File: config.mk
export PLATFORM = sky130hd
export DESIGN_NAME = pimrv_fifo
export DESIGN_NICKNAME = d
export VERILOG_FILES = /design/src/hw/rtl/pimrv_pkg.sv /design/src/hw/rtl/pimrv_fifo.sv
export SDC_FILE = /design/constraint.sdc
export NUM_CORES = 1
export LEC_CHECK = 0
export BUFFER_PORTS_ARGS = -buffer_cell sky130_fd_sc_hd__buf_2
export CAP_MARGIN = 10
export CORE_AREA = 2 2 428 430
export CTS_CLUSTER_DIAMETER = 60
export DETAILED_ROUTE_END_ITERATION = 10
export DIE_AREA = 0 0 430 432
export SLEW_MARGIN = 20
export SYNTH_ARGS = -nofsm -noshare
export SYNTH_HDL_FRONTEND = slang
export SYNTH_SLANG_ARGS = --single-unit
File: constraint.sdc
create_clock -name clk -period 36.6 [get_ports clk]
set_clock_uncertainty 0.05 [all_clocks]
set_input_delay 1.83 -clock clk [delete_from_list [all_inputs] [get_ports clk]]
set_output_delay 1.83 -clock clk [all_outputs]
set_load 0.02 [all_outputs]
File: src/hw/rtl/pimrv_pkg.sv
`timescale 1ns / 1ps
// ----------------------------------------------------------------------------
// pimrv_pkg
// Shared types, widths and ray constants for the point-in-mesh ray vote unit.
// ----------------------------------------------------------------------------
package pimrv_pkg;

  localparam int COORD_W  = 24;
  localparam int DIFF_W   = COORD_W + 1;
  localparam int OPND_W   = DIFF_W + 1;
  localparam int PROD_W   = 2 * OPND_W;
  localparam int XV_W     = 2 * DIFF_W + 1;
  localparam int SPLIT    = DIFF_W;
  localparam int TN_W     = DIFF_W + XV_W + 2;
  localparam int DIR_FRAC = 16;
  localparam int DIR_ONE  = 1 << DIR_FRAC;
  localparam int DIR_S1   = (DIR_ONE + 5000) / 10000;
  localparam int DIR_S2   = (2 * DIR_ONE + 5000) / 10000;
  localparam int DIR_S3   = (3 * DIR_ONE + 5000) / 10000;
  localparam int DOT_W    = XV_W + DIR_FRAC + 3;
  localparam int CMP_W    = TN_W + 2;
  localparam int STEP_W   = 5;
  localparam int NUM_XV   = 9;

  localparam logic [STEP_W-1:0] STEP_TN_FIRST = STEP_W'(18);
  localparam logic [STEP_W-1:0] STEP_TN_HIGH  = STEP_W'(21);
  localparam logic [STEP_W-1:0] STEP_LAST     = STEP_W'(23);

  localparam logic [1:0] REG_POINT_X = 2'd0;
  localparam logic [1:0] REG_POINT_Y = 2'd1;
  localparam logic [1:0] REG_POINT_Z = 2'd2;

  localparam logic [1:0] RAY_X = 2'd0;
  localparam logic [1:0] RAY_Y = 2'd1;
  localparam logic [1:0] RAY_Z = 2'd2;

  localparam int SLOT_Q = 0;
  localparam int SLOT_C = 3;
  localparam int SLOT_W = 6;

  typedef struct packed {
    logic signed [COORD_W-1:0] v0_x;
    logic signed [COORD_W-1:0] v0_y;
    logic signed [COORD_W-1:0] v0_z;
    logic signed [COORD_W-1:0] v1_x;
    logic signed [COORD_W-1:0] v1_y;
    logic signed [COORD_W-1:0] v1_z;
    logic signed [COORD_W-1:0] v2_x;
    logic signed [COORD_W-1:0] v2_y;
    logic signed [COORD_W-1:0] v2_z;
    logic                      last_triangle;
  } in_word_t;

  typedef struct packed {
    logic inside_res;
    logic parity_ray_x;
    logic parity_ray_y;
    logic parity_ray_z;
  } out_word_t;

  typedef struct packed {
    logic [NUM_XV-1:0][XV_W-1:0] xv;
    logic [TN_W-1:0]             tn;
    logic                        last;
  } job_t;

  typedef struct packed {
    logic       full;
    logic       empty;
    logic [1:0] count;
  } fifo_stat_t;

  typedef enum logic [1:0] {F_IDLE, F_MUL, F_PUSH} front_state_t;
  typedef enum logic [1:0] {B_IDLE, B_DOT, B_TEST} back_state_t;

  function automatic logic signed [DOT_W-1:0] dir_dot(
    input logic [1:0]             ray,
    input logic signed [XV_W-1:0] a0,
    input logic signed [XV_W-1:0] a1,
    input logic signed [XV_W-1:0] a2
  );
    logic signed [DOT_W-1:0] x0;
    logic signed [DOT_W-1:0] x1;
    logic signed [DOT_W-1:0] x2;
    logic signed [DOT_W-1:0] r;
    x0 = DOT_W'(a0);
    x1 = DOT_W'(a1);
    x2 = DOT_W'(a2);
    case (ray)
      RAY_X:   r = x0 * DIR_ONE + x1 * DIR_S1 + x2 * DIR_S2;
      RAY_Y:   r = x0 * DIR_S3 + x1 * DIR_ONE + x2 * DIR_S1;
      RAY_Z:   r = x0 * DIR_S2 + x1 * DIR_S3 + x2 * DIR_ONE;
      default: r = '0;
    endcase
    return r;
  endfunction

endpackage

File: src/hw/rtl/pimrv_fifo.sv
`timescale 1ns / 1ps
// ----------------------------------------------------------------------------
// pimrv_fifo
// Two-entry queue of triangle jobs between the front and back parts.
// ----------------------------------------------------------------------------
module pimrv_fifo (
  input  logic                  clk,
  input  logic                  rst_n,
  input  logic                  push,
  input  pimrv_pkg::job_t       wdata,
  input  logic                  pop,
  output pimrv_pkg::job_t       rdata,
  output pimrv_pkg::fifo_stat_t stat
);
  import pimrv_pkg::*;

  job_t       mem_r [2];
  logic       wr_ptr_r, wr_ptr_nxt;
  logic       rd_ptr_r, rd_ptr_nxt;
  logic [1:0] cnt_r, cnt_nxt;

  always_comb begin
    wr_ptr_nxt = push ? ~wr_ptr_r : wr_ptr_r;
    rd_ptr_nxt = pop ? ~rd_ptr_r : rd_ptr_r;
    cnt_nxt    = cnt_r + 2'(push) - 2'(pop);
  end

  always_ff @(posedge clk) begin
    if (!rst_n) begin
      wr_ptr_r <= 1'b0;
      rd_ptr_r <= 1'b0;
      cnt_r    <= '0;
    end else begin
      wr_ptr_r <= wr_ptr_nxt;
      rd_ptr_r <= rd_ptr_nxt;
      cnt_r    <= cnt_nxt;
    end
  end

  always_ff @(posedge clk) begin
    if (push) begin
      mem_r[wr_ptr_r] <= wdata;
    end
  end

  assign rdata      = mem_r[rd_ptr_r];
  assign stat.count = cnt_r;
  assign stat.full  = (cnt_r == 2'd2);
  assign stat.empty = (cnt_r == 2'd0);

endmodule

==> metrics.txt <==
# DRC 0; core box area 181700 um2; Vias/cell 4.005; Antenna Nets Post-Route 0; Worst-Margin Slew 1.082 ns; worst-case clock buffer depth 3; H-tree Lvls 3; Post-CTS Setup Inserts 0; Root Buffer clkbuf_16; crit path max-delay cell type dfxtp_4; CP max FO 149; worst reg2reg path endpoint mem_r[0][211]; placed insts 5120; part of the cycle the worst path needs 17.63%; site row count 157; Post-Syn Area per Cell 23.16 um2; Peak supply drop 0.04529 mV; vias 21500; 1st-iter DRT viols 1499; kind of critical path reg -> out; worst min-delay path class reg -> reg; area leader, netlist edfxtp_1; Critical Path Max Stage Delay 0.83 ns; reg2reg setup slack 32.16 ns; Die Width 430 um; initial antenna violation count 127; Leakage 18.42 nW; Mapped Cells 1695; Layout fillers 18160; Yosys reg bits 1081; TritonCTS Buffers 120; worst hold path startpoint rd_ptr_r; sequential share of the synthesized area 82.55%; number of distinct library cells after synthesis 15; IO Pins 1084; vias in the first global route 21050; Slew HR 27.84%; Reg2Reg Launch Point wr_ptr_r; grt ovf 0; share of the synthesized area in the top cell type 82.30%; Area contributors post-synth edfxtp_1 82%, mux2_2 15%, buf_6 1.7%; final-report hold violation count 0; CTS tree yes; Synth warnings 0; final hold slack 0.5368 ns; worst-skew pair later-pin latency 0.76 ns; min Tclk post-route 6.451 ns; most frequent CP cell buf_12; Slew Limit Fails 0; CP Launch Type flop; Pre-antenna DRT Iters 5; Final Non-Filler Cells 5369; CP Capture Type output port; Worst-path clk slew 0.06 ns; Worst setup endpoint rdata[420]; Setup TNS Final 0 ns; WP data arrival 4.57 ns; nets 3401; detailed placer's ending HPWL 99350 um; routability-driven placement congestion ratio 0.8886; Initial Utilization 21.61%; Pwr per Cell Area 57.89 nW/um2; # setup viols final 0; first-pass GRT wire length 171100 um; Tot GR Track Use 13.45%; Syn-to-layout area delta 30.15%; routed wire length 131500 um; status completed; die area 185800 um2; synthesized area 39260 um2; die height 432 um; largest net degree at the start of global routing 150; port bufs 1083; layout cells sized above 1 61.35%; max_cap viols 0; RSZ-0062 raised after global routing false; hold_buf cts 0; Fmax achieved 155.0 MHz; CP cell instances buf_12 -> buf_4 -> buf_12 -> mux2_2 -> buf_2; clock sink count 1081; DR WL/cell 24.50 um; worst-case reg-to-reg path depth 5; Core Util, Final 28.12%; syn_nets 2239; Critical Path RT 34.72 ns; CTS-repair resized insts 0
## cell type report
| cell class | instances | area, um2 | area share, % |
|---|---|---|---|
| clock buffers | 144 | 3093 | 6.053 |
| multi-input cells | 552 | 6186 | 12.11 |
| repair buffers | 1100 | 5622 | 11.00 |
| clock inverters | 78 | 724.4 | 1.418 |
| diodes | 27 | 67.56 | 0.1322 |
| flip-flops and latches | 1081 | 32410 | 63.44 |
| inverters | 2 | 7.507 | 0.01469 |
| well taps | 2385 | 2984 | 5.840 |
## worst max-delay path: cells and delay by family (launching register included)
kind | cells | cell delay (ns)
DFF | 1 | 0.83
buffers and inverters | 4 | 2.08
muxes | 1 | 0.48
## cell usage after synthesis
library cell  number
buf_4              1
buf_2              1
dfxtp_1            5
inv_1              2
nor2b_1            4
mux2_1             1
nor2_1             1
and2_1             4
xor2_1             1
edfxtp_1        1076
buf_6             58
xnor3_1            1
o21a_1             1
mux2_2           537
ha_1               2
## cell families after synthesis
family | synth area share [%]
AO/OA/AOI/OAI | 0.01913
XOR/XNOR | 0.07967
adder cells (fa/ha/maj) | 0.06373
buffers and inverters | 1.715
flip-flops | 82.55
multiplexers | 15.43
AND/OR/NAND/NOR | 0.1370
## stage by stage
stage / cell area, um2 / power [mW] / setup WS [ns]
after floorplan: 39260 / 1.727 / 9.882
after global placement: 47200 / 1.827 / 30.41
after detailed placement: 47210 / 1.832 / 30.41
after CTS: 51020 / 3.006 / 29.90
after global routing: 51060 / 3.061 / 29.78
final: 51100 / 2.958 / 30.15
## placed cells by master (no fill, tap or decap), drive strengths merged
| cell | count |
|---|---|
| and2 | 4 |
| buf | 1100 |
| bufinv | 5 |
| clkbuf | 144 |
| clkinv | 58 |
| clkinvlp | 9 |
| dfxtp | 5 |
| diode | 27 |
| edfxtp | 1076 |
| ha | 2 |
| inv | 8 |
| mux2 | 538 |
| nor2 | 1 |
| nor2b | 4 |
| o21a | 1 |
| xnor3 | 1 |
| xor2 | 1 |
## worst min-delay path by stage
stage / endpoint / cells past startpoint
floorplan: flop / 2
finish: rd_ptr_r / 2
detailed placement: rd_ptr_r / 2
global placement: flop / 2
global route: flop / 2
CTS: flop / 2
## registers in the layout (all words and copies together), names as in the netlist, named ones only
| signal | flops |
|---|---|
| cnt_r | 2 |
| mem_r | 1076 |
| rd_ptr_r | 1 |
| wr_ptr_r | 1 |
## metal layers
metal	share of wire (%)	routed length (um)	GRT usage, %	vias up
met5	0.69	908	0	-
met4	4.0	5312	5.345	144
met3	12	15330	6.631	400
met2	49	65000	22.85	945
met1	34	44980	14.20	10820
li1	-	-	-	9191
## power breakdown
group | leakage, nW | internal (mW) | switching, mW
registers | 10.1 | 1.43 | 0.0150
logic | 6.45 | 0.127 | 0.223
clock network | 1.83 | 0.644 | 0.515
(Power assumes the default switching activity.)
