<file path="config.mk">
export PLATFORM = sky130hd
export DESIGN_NAME = pimrv_front
export DESIGN_NICKNAME = d
export VERILOG_FILES = /design/src/hw/rtl/pimrv_pkg.sv /design/src/hw/rtl/pimrv_front.sv
export SDC_FILE = /design/constraint.sdc
export NUM_CORES = 2
export LEC_CHECK = 0
export ABC_AREA = 1
export BUFFER_PORTS_ARGS = -buffer_cell sky130_fd_sc_hd__buf_2
export CAP_MARGIN = 20
export CORE_ASPECT_RATIO = 1.25
export CORE_MARGIN = 2
export CORE_UTILIZATION = 43
export CTS_CLUSTER_SIZE = 40
export DETAILED_ROUTE_END_ITERATION = 10
export GPL_TIMING_DRIVEN = 0
export HOLD_SLACK_MARGIN = 0.15
export SLEW_MARGIN = 25
export SYNTH_ARGS = -nofsm -noshare
export SYNTH_HDL_FRONTEND = slang
export SYNTH_SLANG_ARGS = --single-unit
</file>
<file path="constraint.sdc">
create_clock -name clk -period 25.5 [get_ports clk]
set_clock_uncertainty 0.05 [all_clocks]
set_input_delay 1.275 -clock clk [delete_from_list [all_inputs] [get_ports clk]]
set_output_delay 1.275 -clock clk [all_outputs]
set_load 0.02 [all_outputs]
</file>
<file path="src/hw/rtl/pimrv_pkg.sv">
`timescale 1ns / 1ps
// ----------------------------------------------------------------------------
// pimrv_pkg
// Shared types, widths and ray constants for the point-in-mesh ray vote unit.
// ----------------------------------------------------------------------------
package pimrv_pkg;

  localparam int COORD_W  = 24;
  localparam int DIFF_W   = COORD_W + 1;
  localparam int OPND_W   = DIFF_W + 1;
  localparam int PROD_W   = 2 * OPND_W;
  localparam int XV_W     = 2 * DIFF_W + 1;
  localparam int SPLIT    = DIFF_W;
  localparam int TN_W     = DIFF_W + XV_W + 2;
  localparam int DIR_FRAC = 16;
  localparam int DIR_ONE  = 1 << DIR_FRAC;
  localparam int DIR_S1   = (DIR_ONE + 5000) / 10000;
  localparam int DIR_S2   = (2 * DIR_ONE + 5000) / 10000;
  localparam int DIR_S3   = (3 * DIR_ONE + 5000) / 10000;
  localparam int DOT_W    = XV_W + DIR_FRAC + 3;
  localparam int CMP_W    = TN_W + 2;
  localparam int STEP_W   = 5;
  localparam int NUM_XV   = 9;

  localparam logic [STEP_W-1:0] STEP_TN_FIRST = STEP_W'(18);
  localparam logic [STEP_W-1:0] STEP_TN_HIGH  = STEP_W'(21);
  localparam logic [STEP_W-1:0] STEP_LAST     = STEP_W'(23);

  localparam logic [1:0] REG_POINT_X = 2'd0;
  localparam logic [1:0] REG_POINT_Y = 2'd1;
  localparam logic [1:0] REG_POINT_Z = 2'd2;

  localparam logic [1:0] RAY_X = 2'd0;
  localparam logic [1:0] RAY_Y = 2'd1;
  localparam logic [1:0] RAY_Z = 2'd2;

  localparam int SLOT_Q = 0;
  localparam int SLOT_C = 3;
  localparam int SLOT_W = 6;

  typedef struct packed {
    logic signed [COORD_W-1:0] v0_x;
    logic signed [COORD_W-1:0] v0_y;
    logic signed [COORD_W-1:0] v0_z;
    logic signed [COORD_W-1:0] v1_x;
    logic signed [COORD_W-1:0] v1_y;
    logic signed [COORD_W-1:0] v1_z;
    logic signed [COORD_W-1:0] v2_x;
    logic signed [COORD_W-1:0] v2_y;
    logic signed [COORD_W-1:0] v2_z;
    logic                      last_triangle;
  } in_word_t;

  typedef struct packed {
    logic inside_res;
    logic parity_ray_x;
    logic parity_ray_y;
    logic parity_ray_z;
  } out_word_t;

  typedef struct packed {
    logic [NUM_XV-1:0][XV_W-1:0] xv;
    logic [TN_W-1:0]             tn;
    logic                        last;
  } job_t;

  typedef struct packed {
    logic       full;
    logic       empty;
    logic [1:0] count;
  } fifo_stat_t;

  typedef enum logic [1:0] {F_IDLE, F_MUL, F_PUSH} front_state_t;
  typedef enum logic [1:0] {B_IDLE, B_DOT, B_TEST} back_state_t;

  function automatic logic signed [DOT_W-1:0] dir_dot(
    input logic [1:0]             ray,
    input logic signed [XV_W-1:0] a0,
    input logic signed [XV_W-1:0] a1,
    input logic signed [XV_W-1:0] a2
  );
    logic signed [DOT_W-1:0] x0;
    logic signed [DOT_W-1:0] x1;
    logic signed [DOT_W-1:0] x2;
    logic signed [DOT_W-1:0] r;
    x0 = DOT_W'(a0);
    x1 = DOT_W'(a1);
    x2 = DOT_W'(a2);
    case (ray)
      RAY_X:   r = x0 * DIR_ONE + x1 * DIR_S1 + x2 * DIR_S2;
      RAY_Y:   r = x0 * DIR_S3 + x1 * DIR_ONE + x2 * DIR_S1;
      RAY_Z:   r = x0 * DIR_S2 + x1 * DIR_S3 + x2 * DIR_ONE;
      default: r = '0;
    endcase
    return r;
  endfunction

endpackage

</file>
<file path="src/hw/rtl/pimrv_front.sv">
`timescale 1ns / 1ps
// ----------------------------------------------------------------------------
// pimrv_front
// Accepts a triangle, forms its edges and the offset to the query point, and
// builds the ray-independent cross products and triple product on one shared
// multiplier, one product a cycle.
// ----------------------------------------------------------------------------
module pimrv_front (
  input  logic                     clk,
  input  logic                     rst_n,
  input  logic                     in_push,
  output logic                     in_full,
  input  pimrv_pkg::in_word_t      in_data,
  input  logic                     cfg_we,
  input  logic [1:0]               cfg_index,
  input  logic [pimrv_pkg::COORD_W-1:0] cfg_wdata,
  output logic                     job_push,
  input  logic                     job_full,
  output pimrv_pkg::job_t          job_data
);
  import pimrv_pkg::*;

  front_state_t               state_r, state_nxt;
  logic [STEP_W-1:0]          step_r, step_nxt;
  logic signed [COORD_W-1:0]  pt_r [3];
  logic signed [DIFF_W-1:0]   e1_r [3], e1_nxt [3];
  logic signed [DIFF_W-1:0]   e2_r [3], e2_nxt [3];
  logic signed [DIFF_W-1:0]   t_r [3], t_nxt [3];
  logic signed [XV_W-1:0]     part_r, part_nxt;
  logic signed [XV_W-1:0]     xv_r [NUM_XV], xv_nxt [NUM_XV];
  logic signed [TN_W-1:0]     tn_r, tn_nxt;
  logic                       last_r, last_nxt;
  logic signed [OPND_W-1:0]   mul_a, mul_b;
  logic signed [PROD_W-1:0]   prod;
  logic signed [TN_W-1:0]     tn_term;

  always_comb begin
    mul_a = '0;
    mul_b = '0;
    case (step_r)
      5'd0:  begin mul_a = OPND_W'(t_r[1]);  mul_b = OPND_W'(e1_r[2]); end
      5'd1:  begin mul_a = OPND_W'(t_r[2]);  mul_b = OPND_W'(e1_r[1]); end
      5'd2:  begin mul_a = OPND_W'(t_r[2]);  mul_b = OPND_W'(e1_r[0]); end
      5'd3:  begin mul_a = OPND_W'(t_r[0]);  mul_b = OPND_W'(e1_r[2]); end
      5'd4:  begin mul_a = OPND_W'(t_r[0]);  mul_b = OPND_W'(e1_r[1]); end
      5'd5:  begin mul_a = OPND_W'(t_r[1]);  mul_b = OPND_W'(e1_r[0]); end
      5'd6:  begin mul_a = OPND_W'(e2_r[1]); mul_b = OPND_W'(e1_r[2]); end
      5'd7:  begin mul_a = OPND_W'(e2_r[2]); mul_b = OPND_W'(e1_r[1]); end
      5'd8:  begin mul_a = OPND_W'(e2_r[2]); mul_b = OPND_W'(e1_r[0]); end
      5'd9:  begin mul_a = OPND_W'(e2_r[0]); mul_b = OPND_W'(e1_r[2]); end
      5'd10: begin mul_a = OPND_W'(e2_r[0]); mul_b = OPND_W'(e1_r[1]); end
      5'd11: begin mul_a = OPND_W'(e2_r[1]); mul_b = OPND_W'(e1_r[0]); end
      5'd12: begin mul_a = OPND_W'(e2_r[1]); mul_b = OPND_W'(t_r[2]);  end
      5'd13: begin mul_a = OPND_W'(e2_r[2]); mul_b = OPND_W'(t_r[1]);  end
      5'd14: begin mul_a = OPND_W'(e2_r[2]); mul_b = OPND_W'(t_r[0]);  end
      5'd15: begin mul_a = OPND_W'(e2_r[0]); mul_b = OPND_W'(t_r[2]);  end
      5'd16: begin mul_a = OPND_W'(e2_r[0]); mul_b = OPND_W'(t_r[1]);  end
      5'd17: begin mul_a = OPND_W'(e2_r[1]); mul_b = OPND_W'(t_r[0]);  end
      5'd18: begin
        mul_a = OPND_W'(e2_r[0]);
        mul_b = $signed({1'b0, xv_r[SLOT_Q][SPLIT-1:0]});
      end
      5'd19: begin
        mul_a = OPND_W'(e2_r[1]);
        mul_b = $signed({1'b0, xv_r[SLOT_Q+1][SPLIT-1:0]});
      end
      5'd20: begin
        mul_a = OPND_W'(e2_r[2]);
        mul_b = $signed({1'b0, xv_r[SLOT_Q+2][SPLIT-1:0]});
      end
      5'd21: begin
        mul_a = OPND_W'(e2_r[0]);
        mul_b = $signed(xv_r[SLOT_Q][XV_W-1:SPLIT]);
      end
      5'd22: begin
        mul_a = OPND_W'(e2_r[1]);
        mul_b = $signed(xv_r[SLOT_Q+1][XV_W-1:SPLIT]);
      end
      5'd23: begin
        mul_a = OPND_W'(e2_r[2]);
        mul_b = $signed(xv_r[SLOT_Q+2][XV_W-1:SPLIT]);
      end
      default: begin
        mul_a = '0;
        mul_b = '0;
      end
    endcase
  end

  assign prod    = mul_a * mul_b;
  assign tn_term = (step_r >= STEP_TN_HIGH) ? (TN_W'(prod) <<< SPLIT) : TN_W'(prod);

  always_comb begin
    state_nxt = state_r;
    step_nxt  = step_r;
    e1_nxt    = e1_r;
    e2_nxt    = e2_r;
    t_nxt     = t_r;
    part_nxt  = part_r;
    xv_nxt    = xv_r;
    tn_nxt    = tn_r;
    last_nxt  = last_r;
    job_push  = 1'b0;
    case (state_r)
      F_IDLE: begin
        if (in_push) begin
          e1_nxt[0] = DIFF_W'(in_data.v1_x) - DIFF_W'(in_data.v0_x);
          e1_nxt[1] = DIFF_W'(in_data.v1_y) - DIFF_W'(in_data.v0_y);
          e1_nxt[2] = DIFF_W'(in_data.v1_z) - DIFF_W'(in_data.v0_z);
          e2_nxt[0] = DIFF_W'(in_data.v2_x) - DIFF_W'(in_data.v0_x);
          e2_nxt[1] = DIFF_W'(in_data.v2_y) - DIFF_W'(in_data.v0_y);
          e2_nxt[2] = DIFF_W'(in_data.v2_z) - DIFF_W'(in_data.v0_z);
          t_nxt[0]  = DIFF_W'(pt_r[0]) - DIFF_W'(in_data.v0_x);
          t_nxt[1]  = DIFF_W'(pt_r[1]) - DIFF_W'(in_data.v0_y);
          t_nxt[2]  = DIFF_W'(pt_r[2]) - DIFF_W'(in_data.v0_z);
          last_nxt  = in_data.last_triangle;
          step_nxt  = '0;
          state_nxt = F_MUL;
        end
      end
      F_MUL: begin
        if (step_r < STEP_TN_FIRST) begin
          if (!step_r[0]) begin
            part_nxt = prod[XV_W-1:0];
          end else begin
            xv_nxt[step_r[STEP_W-1:1]] = part_r - prod[XV_W-1:0];
          end
        end else if (step_r == STEP_TN_FIRST) begin
          tn_nxt = tn_term;
        end else begin
          tn_nxt = tn_r + tn_term;
        end
        step_nxt = step_r + STEP_W'(1);
        if (step_r == STEP_LAST) begin
          state_nxt = F_PUSH;
        end
      end
      F_PUSH: begin
        if (!job_full) begin
          job_push  = 1'b1;
          state_nxt = F_IDLE;
        end
      end
      default: state_nxt = F_IDLE;
    endcase
  end

  always_ff @(posedge clk) begin
    if (!rst_n) begin
      state_r <= F_IDLE;
      step_r  <= '0;
      pt_r[0] <= '0;
      pt_r[1] <= '0;
      pt_r[2] <= '0;
    end else begin
      state_r <= state_nxt;
      step_r  <= step_nxt;
      if (cfg_we) begin
        case (cfg_index)
          REG_POINT_X: pt_r[0] <= $signed(cfg_wdata);
          REG_POINT_Y: pt_r[1] <= $signed(cfg_wdata);
          REG_POINT_Z: pt_r[2] <= $signed(cfg_wdata);
          default: ;
        endcase
      end
    end
  end

  always_ff @(posedge clk) begin
    e1_r   <= e1_nxt;
    e2_r   <= e2_nxt;
    t_r    <= t_nxt;
    part_r <= part_nxt;
    xv_r   <= xv_nxt;
    tn_r   <= tn_nxt;
    last_r <= last_nxt;
  end

  assign in_full = (state_r != F_IDLE);

  always_comb begin
    for (int i = 0; i < NUM_XV; i++) begin
      job_data.xv[i] = xv_r[i];
    end
    job_data.tn   = tn_r;
    job_data.last = last_r;
  end

endmodule

</file>
==> results.md <==
* Status: completed
* Placed Instances at about 12,000
* CP Capture Type: register
* Initial antenna violation count at 36
* Crit share post-route at 56.6%
* Die width at ~390 microns
* Number of enable flip-flop cells after synthesis at 886
* Syn avg cell area at 8.70 sq um
* CP arrival at 14.86 ns
* DR DRC count at 0
* Fill cells at 17,800
* Layout cells sized above 1 at 13.5%
* Starting Density at 43.2%
* Synth Register Bits at 893
* Core area at ~180,000 sq um
* Main flop type after synthesis: edfxtp_1
* Hold crit path type: register to register
* Max-slew violation count at 0
* Final nets at 11,500
* Post-CTS Setup Inserts at 0
* Vias in the first global route at 69,500
* CP startpoint kind: register
* Crit path required time at 25.93 ns
* Vias per cell at ~5.6
* RSZ-0062 raised after global routing: no
* Hold Crit Depth at 2
* Die area at 186,000 sq um
* Synth unique cells at 64
* Reg2Reg Depth at 45
* # hold bufs at CTS at 0
* Clk sinks at 893
* Area Growth Syn to Fin at 16.5%
* First-pass GRT wire length at roughly 520,000 microns
* Critical Path Stages at 45
* Syn_nets at 10,500
* Clock latency on the worst-skew pair at ~0.77 ns
* Final setup violation count at 0
* Worst-path maximum fanout at 10
* Highest clock rate at roughly 70 MHz
* Slowest cell delay on critical path at 0.96 ns
* Most frequent cells in the layout: nand2_1, inv_1, buf_2
* Root Driver: clkbuf_16
* R2r startpoint: step_r[1]
* GP Congestion at 1.14
* Non-Filler Instances at between 10,000 and 15,000
* Die Ht at 482 microns
* Reg-to-reg slack, setup at roughly 11 ns
* Iteration-0 DRC Markers at a little over 8,000
* CP startpoint: step_r[1]
* Post-synthesis async set-or-reset flop share at 0%
* CTS tree: done
* Setup_tns at 0 ns
* Worst flop-to-flop path endpoint: tn_r[53]
* Warning count from the yosys run at 0
* Top Ports at 788
* Critical path's top delay family: adder cells
* Syn Inst Count at 9,029
* Post-DP HPWL at 328,000 microns
* Cell Rows at 175
* Resize count post-CTS at 0
* Deepest clock path buffer count at 3
* Port bufs at between 700 and 800
* Post-Syn Area at 78,500 sq um
* Largest net degree at the start of global routing at 84
* Antenna-violating nets left at 0
* TritonCTS Buffers at 97
* Final Hold Vio Count at 0
* Max cap viols at 0
* Tot GR Track Use at 40.8%
* Gr ovfl total at 0
* CP Capture Point: tn_r[53]
* Vias at 70,700
* CP bufs+invs at 12
* Critical path class: register to register
* Worst-path clk slew at roughly 0.060 ns
* H-tree depth at 3
* Per-cell routed wire length at around 31 microns
* Slew @ Worst Pin at 1.20 ns
* Sequential element share of the synthesized area at 34.1%
* Slowest CP cell: fa_1
* DRT Pass-1 Iters at 7
* Slew margin rel. at 20.0%
* Final Critical Period at 14.43 ns
* Drt total wl at 382,000 microns
* Commonest non-fill, non-tap cell in the layout: nand2_1
==> Yosys cell counts (all sizes together), types with 29 or more instances <==
cell / number / area (sq um)
a21o: 34 / 255
a21oi: 491 / 2460
o21bai: 63 / 473
buf: 134 / 791
nor2: 754 / 2880
nand2: 2161 / 8130
xor2: 203 / 1780
fa: 704 / 14100
edfxtp: 886 / 26600
ha: 500 / 6260
nor3: 86 / 452
a22oi: 57 / 443
nand3: 343 / 1800
nand4: 83 / 538
xnor2: 92 / 806
o22ai: 29 / 181
inv: 1835 / 6890
o21ai: 305 / 1540
==> flip-flops by register name, summed over array words and instances (netlist names) <==
register / flops
job_data: 459
tn_r: 78
e1_r: 75
e2_r: 75
t_r: 75
pt_r: 72
part_r: 51
step_r: 5
state_r: 2
last_r: 1
==> metrics by stage <==
stage	util (%)	instance area, sq um	hold slack (ns)	setup slack, ns
after CTS	50.3	91400	0.473	11.51
after global routing	50.3	91400	0.493	10.69
final	50.3	91400	0.481	11.07
after global placement	47.0	85400	0.460	10.38
after detailed placement	48.4	88000	0.471	11.56
after floorplan	-	78500	0.437	15.65
==> worst register-to-register path: cells and delay by family, from the launching register on <==
kind	cells	cell delay, ns
buffers and inverters	12	2.70
AO/OA/AOI/OAI	3	0.86
flip-flops	1	0.53
adder cells (fa/ha/maj)	10	5.59
AND/OR/NAND/NOR	20	4.42
==> metal layers <==
metal | vias to the layer above | global-route usage (%) | wire length (microns)
met2 | 4241 | 61.5 | 165000
met4 | 4 | 31.7 | 36400
li1 | 30800 | - | -
met3 | 951 | 12.1 | 43000
met1 | 34700 | 48.6 | 138000
met5 | - | 0 | 24
==> cell type report <==
type,instances,area [sq um],area share (%)
inverter,1835,6900,7.54
clock buffer,110,2500,2.73
tap,2389,2990,3.27
timing repair buffer,916,5750,6.29
multi-input combinational,6147,44800,49.0
buffer,154,866,0.947
sequential,893,26700,29.2
antenna,22,55.1,0.0602
clock inverter,68,825,0.902
==> worst min path at each step <==
stage | startpoint | end | slack [ns]
after floorplan | state_r[1] | state_r[1] | 0.44
after global placement | state_r[1] | state_r[1] | 0.46
final | state_r[1] | state_r[1] | 0.48
after detailed placement | state_r[1] | state_r[1] | 0.47
after CTS | state_r[1] | state_r[1] | 0.47
after global routing | state_r[1] | state_r[1] | 0.49
==> logic make-up after synthesis <==
kind of cell	share of synthesized area (%)
AND/OR/NAND/NOR	18.5
adder cells (fa/ha/maj)	25.9
flip-flops	34.1
buffers and inverters	9.88
XOR/XNOR	3.29
AO/OA/AOI/OAI	8.35
multiplexers	0.0127
Power is left out: the tool's default activity adds up to more than one toggle a clock period on the data nets, which glitch-free logic cannot reach.
